$ cat config.mk
export PLATFORM = sky130hd
export DESIGN_NAME = tdpt_back
export DESIGN_NICKNAME = d
export VERILOG_FILES = /design/src/hw/rtl/tdpt_pkg.sv /design/src/hw/rtl/tdpt_back.sv
export VERILOG_INCLUDE_DIRS = /design/src /design/src/hw/rtl
export SDC_FILE = /design/constraint.sdc
export NUM_CORES = 1
export LEC_CHECK = 0
export BUFFER_PORTS_ARGS = -buffer_cell sky130_fd_sc_hd__clkbuf_2
export CAP_MARGIN = 20
export CORE_ASPECT_RATIO = 1.2
export CORE_UTILIZATION = 47
export DETAILED_ROUTE_END_ITERATION = 12
export SLEW_MARGIN = 25
export SYNTH_ARGS = -nofsm -noshare
export SYNTH_HDL_FRONTEND = slang
export SYNTH_SLANG_ARGS = --single-unit
$ cat constraint.sdc
create_clock -name aclk -period 6.75 [get_ports aclk]
set_input_delay 1.6875 -clock aclk [delete_from_list [all_inputs] [get_ports aclk]]
set_output_delay 1.6875 -clock aclk [all_outputs]
set_load 0.02 [all_outputs]
$ cat src/hw/rtl/assert_macros.svh
// assertion macros for the rtl files, included by tdpt_back
`ifndef ASSERT_MACROS_SVH
`define ASSERT_MACROS_SVH
`ifndef SYNTHESIS
`define ASSERT_CLK(lbl, clk, rstn, prop) \
    lbl: assert property (@(posedge clk) disable iff (!(rstn)) (prop)) \
        else $error("assertion failed");
`define ASSERT_NEVER(lbl, clk, rstn, cond) \
    lbl: assert property (@(posedge clk) disable iff (!(rstn)) !(cond)) \
        else $error("forbidden condition");
`else
`define ASSERT_CLK(lbl, clk, rstn, prop)
`define ASSERT_NEVER(lbl, clk, rstn, cond)
`endif
`endif

$ cat src/hw/rtl/tdpt_pkg.sv
// types and constants of the trial division prime test
package tdpt_pkg;

    localparam int LIMIT_BITS = 16;
    localparam int DIV_BITS   = LIMIT_BITS + 1;
    localparam int OUT_BYTES_BITS = 8;

    localparam logic [LIMIT_BITS-1:0] LIMIT_RESET = 16'd46341;
    localparam logic [LIMIT_BITS-1:0] FIRST_DIVISOR = 16'd3;

    typedef enum logic [1:0] {
        JOB_NOT_PRIME,
        JOB_PRIME,
        JOB_TRIAL
    } job_kind_t;

    typedef enum logic [1:0] {
        BK_IDLE,
        BK_DIV,
        BK_DONE
    } back_state_t;

endpackage

$ cat src/hw/rtl/tdpt_back.sv
// back end: bit-serial remainder over odd divisors and the result register
module tdpt_back #(
    parameter int VALUE_BITS = 32
) (
    input  logic                               aclk,
    input  logic                               aresetn,
    input  logic                               q_rd_valid,
    output logic                               q_rd_en,
    input  tdpt_pkg::job_kind_t                job_kind,
    input  logic [tdpt_pkg::LIMIT_BITS-1:0]    job_top,
    input  logic [VALUE_BITS-1:0]              job_value,
    output logic                               m_valid,
    input  logic                               m_ready,
    output logic                               m_is_prime
);
    import tdpt_pkg::*;
    `include "assert_macros.svh"

    localparam int CNT_BITS = (VALUE_BITS > 1) ? $clog2(VALUE_BITS) : 1;

    back_state_t           state_reg, state_next;
    logic [VALUE_BITS-1:0] value_reg, value_next;
    logic [VALUE_BITS-1:0] shift_reg, shift_next;
    logic [LIMIT_BITS-1:0] top_reg, top_next;
    logic [DIV_BITS-1:0]   d_reg, d_next;
    logic [DIV_BITS-1:0]   r_reg, r_next;
    logic [CNT_BITS-1:0]   cnt_reg, cnt_next;
    logic                  result_reg, result_next;
    logic                  m_valid_reg, m_valid_next;
    logic                  m_prime_reg, m_prime_next;

    logic [DIV_BITS:0]     shifted;
    logic [DIV_BITS:0]     diff;
    logic [DIV_BITS-1:0]   r_step;
    logic [DIV_BITS-1:0]   d_plus;
    logic                  out_free;

    assign shifted  = {r_reg, shift_reg[VALUE_BITS-1]};
    assign diff     = shifted - {1'b0, d_reg};
    assign r_step   = (shifted >= {1'b0, d_reg}) ? diff[DIV_BITS-1:0] : shifted[DIV_BITS-1:0];
    assign d_plus   = d_reg + DIV_BITS'(2);
    assign out_free = !m_valid_reg || m_ready;

    assign m_valid    = m_valid_reg;
    assign m_is_prime = m_prime_reg;

    always_comb begin
        state_next   = state_reg;
        value_next   = value_reg;
        shift_next   = shift_reg;
        top_next     = top_reg;
        d_next       = d_reg;
        r_next       = r_reg;
        cnt_next     = cnt_reg;
        result_next  = result_reg;
        m_valid_next = m_valid_reg;
        m_prime_next = m_prime_reg;
        q_rd_en      = 1'b0;

        if (m_valid_reg && m_ready) begin
            m_valid_next = 1'b0;
        end

        unique case (state_reg)
            BK_IDLE: begin
                if (q_rd_valid) begin
                    q_rd_en    = 1'b1;
                    value_next = job_value;
                    shift_next = job_value;
                    top_next   = job_top;
                    d_next     = DIV_BITS'(FIRST_DIVISOR);
                    r_next     = '0;
                    cnt_next   = '0;
                    unique case (job_kind)
                        JOB_NOT_PRIME: begin
                            result_next = 1'b0;
                            state_next  = BK_DONE;
                        end
                        JOB_PRIME: begin
                            result_next = 1'b1;
                            state_next  = BK_DONE;
                        end
                        JOB_TRIAL: begin
                            if (job_top < FIRST_DIVISOR) begin
                                result_next = 1'b1;
                                state_next  = BK_DONE;
                            end else begin
                                state_next = BK_DIV;
                            end
                        end
                        default: begin
                            result_next = 1'b0;
                            state_next  = BK_DONE;
                        end
                    endcase
                end
            end
            BK_DIV: begin
                r_next     = r_step;
                shift_next = {shift_reg[VALUE_BITS-2:0], 1'b0};
                cnt_next   = cnt_reg + CNT_BITS'(1);
                if (cnt_reg == CNT_BITS'(VALUE_BITS - 1)) begin
                    // one remainder finished
                    if (r_step == '0) begin
                        result_next = 1'b0;
                        state_next  = BK_DONE;
                    end else if (d_plus > {1'b0, top_reg}) begin
                        result_next = 1'b1;
                        state_next  = BK_DONE;
                    end else begin
                        d_next     = d_plus;
                        r_next     = '0;
                        shift_next = value_reg;
                        cnt_next   = '0;
                    end
                end
            end
            BK_DONE: begin
                if (out_free) begin
                    m_valid_next = 1'b1;
                    m_prime_next = result_reg;
                    state_next   = BK_IDLE;
                end
            end
            default: begin
                state_next = BK_IDLE;
            end
        endcase
    end

    always_ff @(posedge aclk) begin
        if (!aresetn) begin
            state_reg   <= BK_IDLE;
            m_valid_reg <= 1'b0;
        end else begin
            state_reg   <= state_next;
            m_valid_reg <= m_valid_next;
        end
    end

    always_ff @(posedge aclk) begin
        value_reg   <= value_next;
        shift_reg   <= shift_next;
        top_reg     <= top_next;
        d_reg       <= d_next;
        r_reg       <= r_next;
        cnt_reg     <= cnt_next;
        result_reg  <= result_next;
        m_prime_reg <= m_prime_next;
    end

    `ASSERT_CLK(a_divisor_odd, aclk, aresetn, (state_reg == BK_DIV) |-> d_reg[0])
    `ASSERT_CLK(a_rem_below_div, aclk, aresetn, (state_reg == BK_DIV) |-> (r_reg < d_reg))
    `ASSERT_CLK(a_div_in_bound, aclk, aresetn, (state_reg == BK_DIV) |-> (d_reg <= {1'b0, top_reg}))
    `ASSERT_CLK(a_done_emits, aclk, aresetn, (state_reg == BK_DONE && out_free) |=> (m_valid_reg && state_reg == BK_IDLE))
    `ASSERT_NEVER(a_pop_only_idle, aclk, aresetn, q_rd_en && state_reg != BK_IDLE)

endmodule

==> summary.txt <==
Root Buffer = clkbuf_16
Yosys warns = 0
Drt initial violations = 337
Clock Latency Late Sink = 0.41 ns
Hold EP = m_is_prime
PD cells = 270 mW/mm²
Status = complete, no violations
Sequential Area = 0.00366 mm²
CTS tree = done
Ys flop type = edfxtp_1
Peak supply drop = 0.000185 V
DR vias = 5244
Worst-Margin Slew = 0.781 ns
Final Total Pwr = 0.00221 W
First-pass GRT wire length = 26100 µm
I/O pin count = 57
Die span in y = 137 µm
Hold path cells = 0
Net count reported at finish = 794
HP Start = result_reg
Final hold vios = 0
Vias in the first global route = 5238
P_leak = 3.18 nW
Die area = 0.0157 mm²
PostCTS Resize Cnt = 0
# setup viols final = 0
CTS Buf Count = 17
# Post-CTS Setup Buffers = 0
P&R area growth vs syn = 14.3%
Async S/R FF share, synth = 0%
Via density = 5.70
Reg2reg end = shift_reg[4]
Ant diodes = 0
Mapped Cells = 659
Seq/Total Area, Yosys = 51.2%
Rel. slew slack = 47.9%
Grt ovf = 0
Num rows = 49
Synthesized area = 0.00716 mm²
DP HPWL = 10800 µm
Port Buf Inserts = 56
Share of layout cells above drive strength 1 = 18.9%
Critical Path RT = 6.88 ns
Max-cap violations = 0
CP Launch Type = flop
Tcrit/Tclk final = 66.4%
Reg clk slew, reported paths = 0.06 ns
Post-synth EDFFs = 120
Unrepaired setup endpoints after global routing = false
Worst r2r src = d_reg[1]
Placer Congestion = 0.869
Die width = 115 µm
Multi-input gate area = 0.00317 mm²
Routed length per placed instance = 17.1 µm
Drt total wl = 15700 µm
Fmax = 223 MHz
Initial antenna violation count = 0
FILL cells = 1343
Critical path peak fanout = 47
Distinct cells, synth = 61
Largest net degree at the start of global routing = 55
Clock Skew = 0.0121 ns
Final antenna-violating net count = 0
CTS max path bufs = 2
Number of synthesized register bits = 123
Setup TNS = 0 ns
Hold crit path type = reg2reg
Mean Syn Cell Area = 10.9 µm²
# hold bufs at CTS = 0
Drt pass-1 iters = 5
Critical path class = reg2reg
Slew Limit Fails = 0
Reg2Reg Depth = 13
Drt drc = 0
CTS Sinks = 123
Core area = 0.0150 mm²
Worst Path Arrival = 4.61 ns
FF-to-FF setup slack = 2.27 ns
Syn_nets = 750
Global Route Usage Sum = 21.8%
Initial Utilization = 47.8%
Final worst path period need = 4.48 ns
CP Capture Type = flop
H-tree depth = 4
[placed cells by master (no fill, tap or decap), types with 12 or more instances in the layout]
| cell | count |
|---|---|
| o211ai_2 | 20 |
| xnor2_1 | 15 |
| ha_1 | 36 |
| nand2_1 | 87 |
| a21oi_1 | 20 |
| nand3_1 | 12 |
| nor2_1 | 24 |
| edfxtp_1 | 120 |
| o21ai_0 | 20 |
| nand4_1 | 41 |
| o211ai_1 | 19 |
| nor3_1 | 16 |
| clkbuf_2 | 56 |
| inv_1 | 41 |
| clkbuf_16 | 17 |
| nor4_1 | 12 |
| and2_1 | 17 |
[critical path: stages, from the launching register on]
cell      delay (ns)
edfxtp_1        0.45
ha_1            0.23
nand2_1         0.13
nor3_1          0.40
and3_1          0.24
xnor2_1         0.09
ha_1            0.30
nand4_1         0.09
nor4_1          0.27
a311oi_1        0.08
a21boi_0        0.48
and3_1          0.50
and2_4          0.72
o211ai_1        0.20
[where the power goes]
group          switching, W  internal (W)
Combinational      0.000236      0.000141
Sequential        0.0000286      0.000917
Clock              0.000313      0.000573
Total              0.000578       0.00163
[Yosys cell counts (12+ instances only)]
cell	count	area (µm²)
a21oi_1	20	100
and2_1	17	106
clkbuf_1	23	86.3
edfxtp_1	120	3600
ha_1	36	450
inv_1	42	158
nand2_1	88	330
nand3_1	12	60.1
nand4_1	41	257
nor2_1	24	90.1
nor3_1	16	80.1
nor4_1	12	75.1
o211ai_1	19	143
o211ai_2	20	250
o21ai_0	21	105
xnor2_1	15	131
[metal layers]
metal	global-route usage (%)	wire length, µm	up-vias
met5	0	0	-
met4	7.00	208	0
met3	3.85	538	15
met2	38.3	8150	120
met1	27.3	6840	2526
li1	-	-	2583
[cell type report]
class / count / share of cell area (%)
inverter: 42 / 1.93
tap: 204 / 3.12
timing repair buffer: 64 / 4.16
clock buffer: 26 / 6.47
sequential: 123 / 44.8
clock inverter: 6 / 0.719
multi-input combinational: 455 / 38.8
[worst max-delay path by stage]
stage | startpoint | endpoint | slack [ns] | cells past startpoint
2_1_floorplan | q_rd_valid | q_rd_en | 2.22 | 2
3_3_place_gp | q_rd_valid | q_rd_en | 2.30 | 5
3_5_place_dp | d_reg[1] | shift_reg[4] | 2.22 | 14
4_1_cts | d_reg[1] | shift_reg[4] | 2.20 | 14
5_1_grt | d_reg[1] | shift_reg[31] | 1.83 | 13
6_report | d_reg[1] | shift_reg[4] | 2.27 | 13
[per-stage QoR]
stage | setup slack, ns | hold WS (ns) | std cells | cell area [µm²] | utilization [%]
floorplan | 2.22 | 0.400 | 659 | 7160 | -
global placement | 2.30 | 0.411 | 888 | 7590 | 50.7
detailed placement | 2.22 | 0.420 | 888 | 7590 | 50.7
CTS | 2.20 | 0.437 | 920 | 8180 | 54.7
global route | 1.83 | 0.459 | 920 | 8180 | 54.7
finish | 2.27 | 0.441 | 920 | 8180 | 54.7
[kinds of logic after synthesis]
| family | after synthesis | share of synthesized area (%) |
|---|---|---|
| mux | 9 | 1.26 |
| flops | 123 | 51.2 |
| simple gates | 254 | 18.7 |
| compound gates | 134 | 15.0 |
| buf+inv | 81 | 4.76 |
| xor+xnor | 21 | 2.57 |
| fa+ha+maj | 37 | 6.57 |
(Power assumes the default switching activity.)
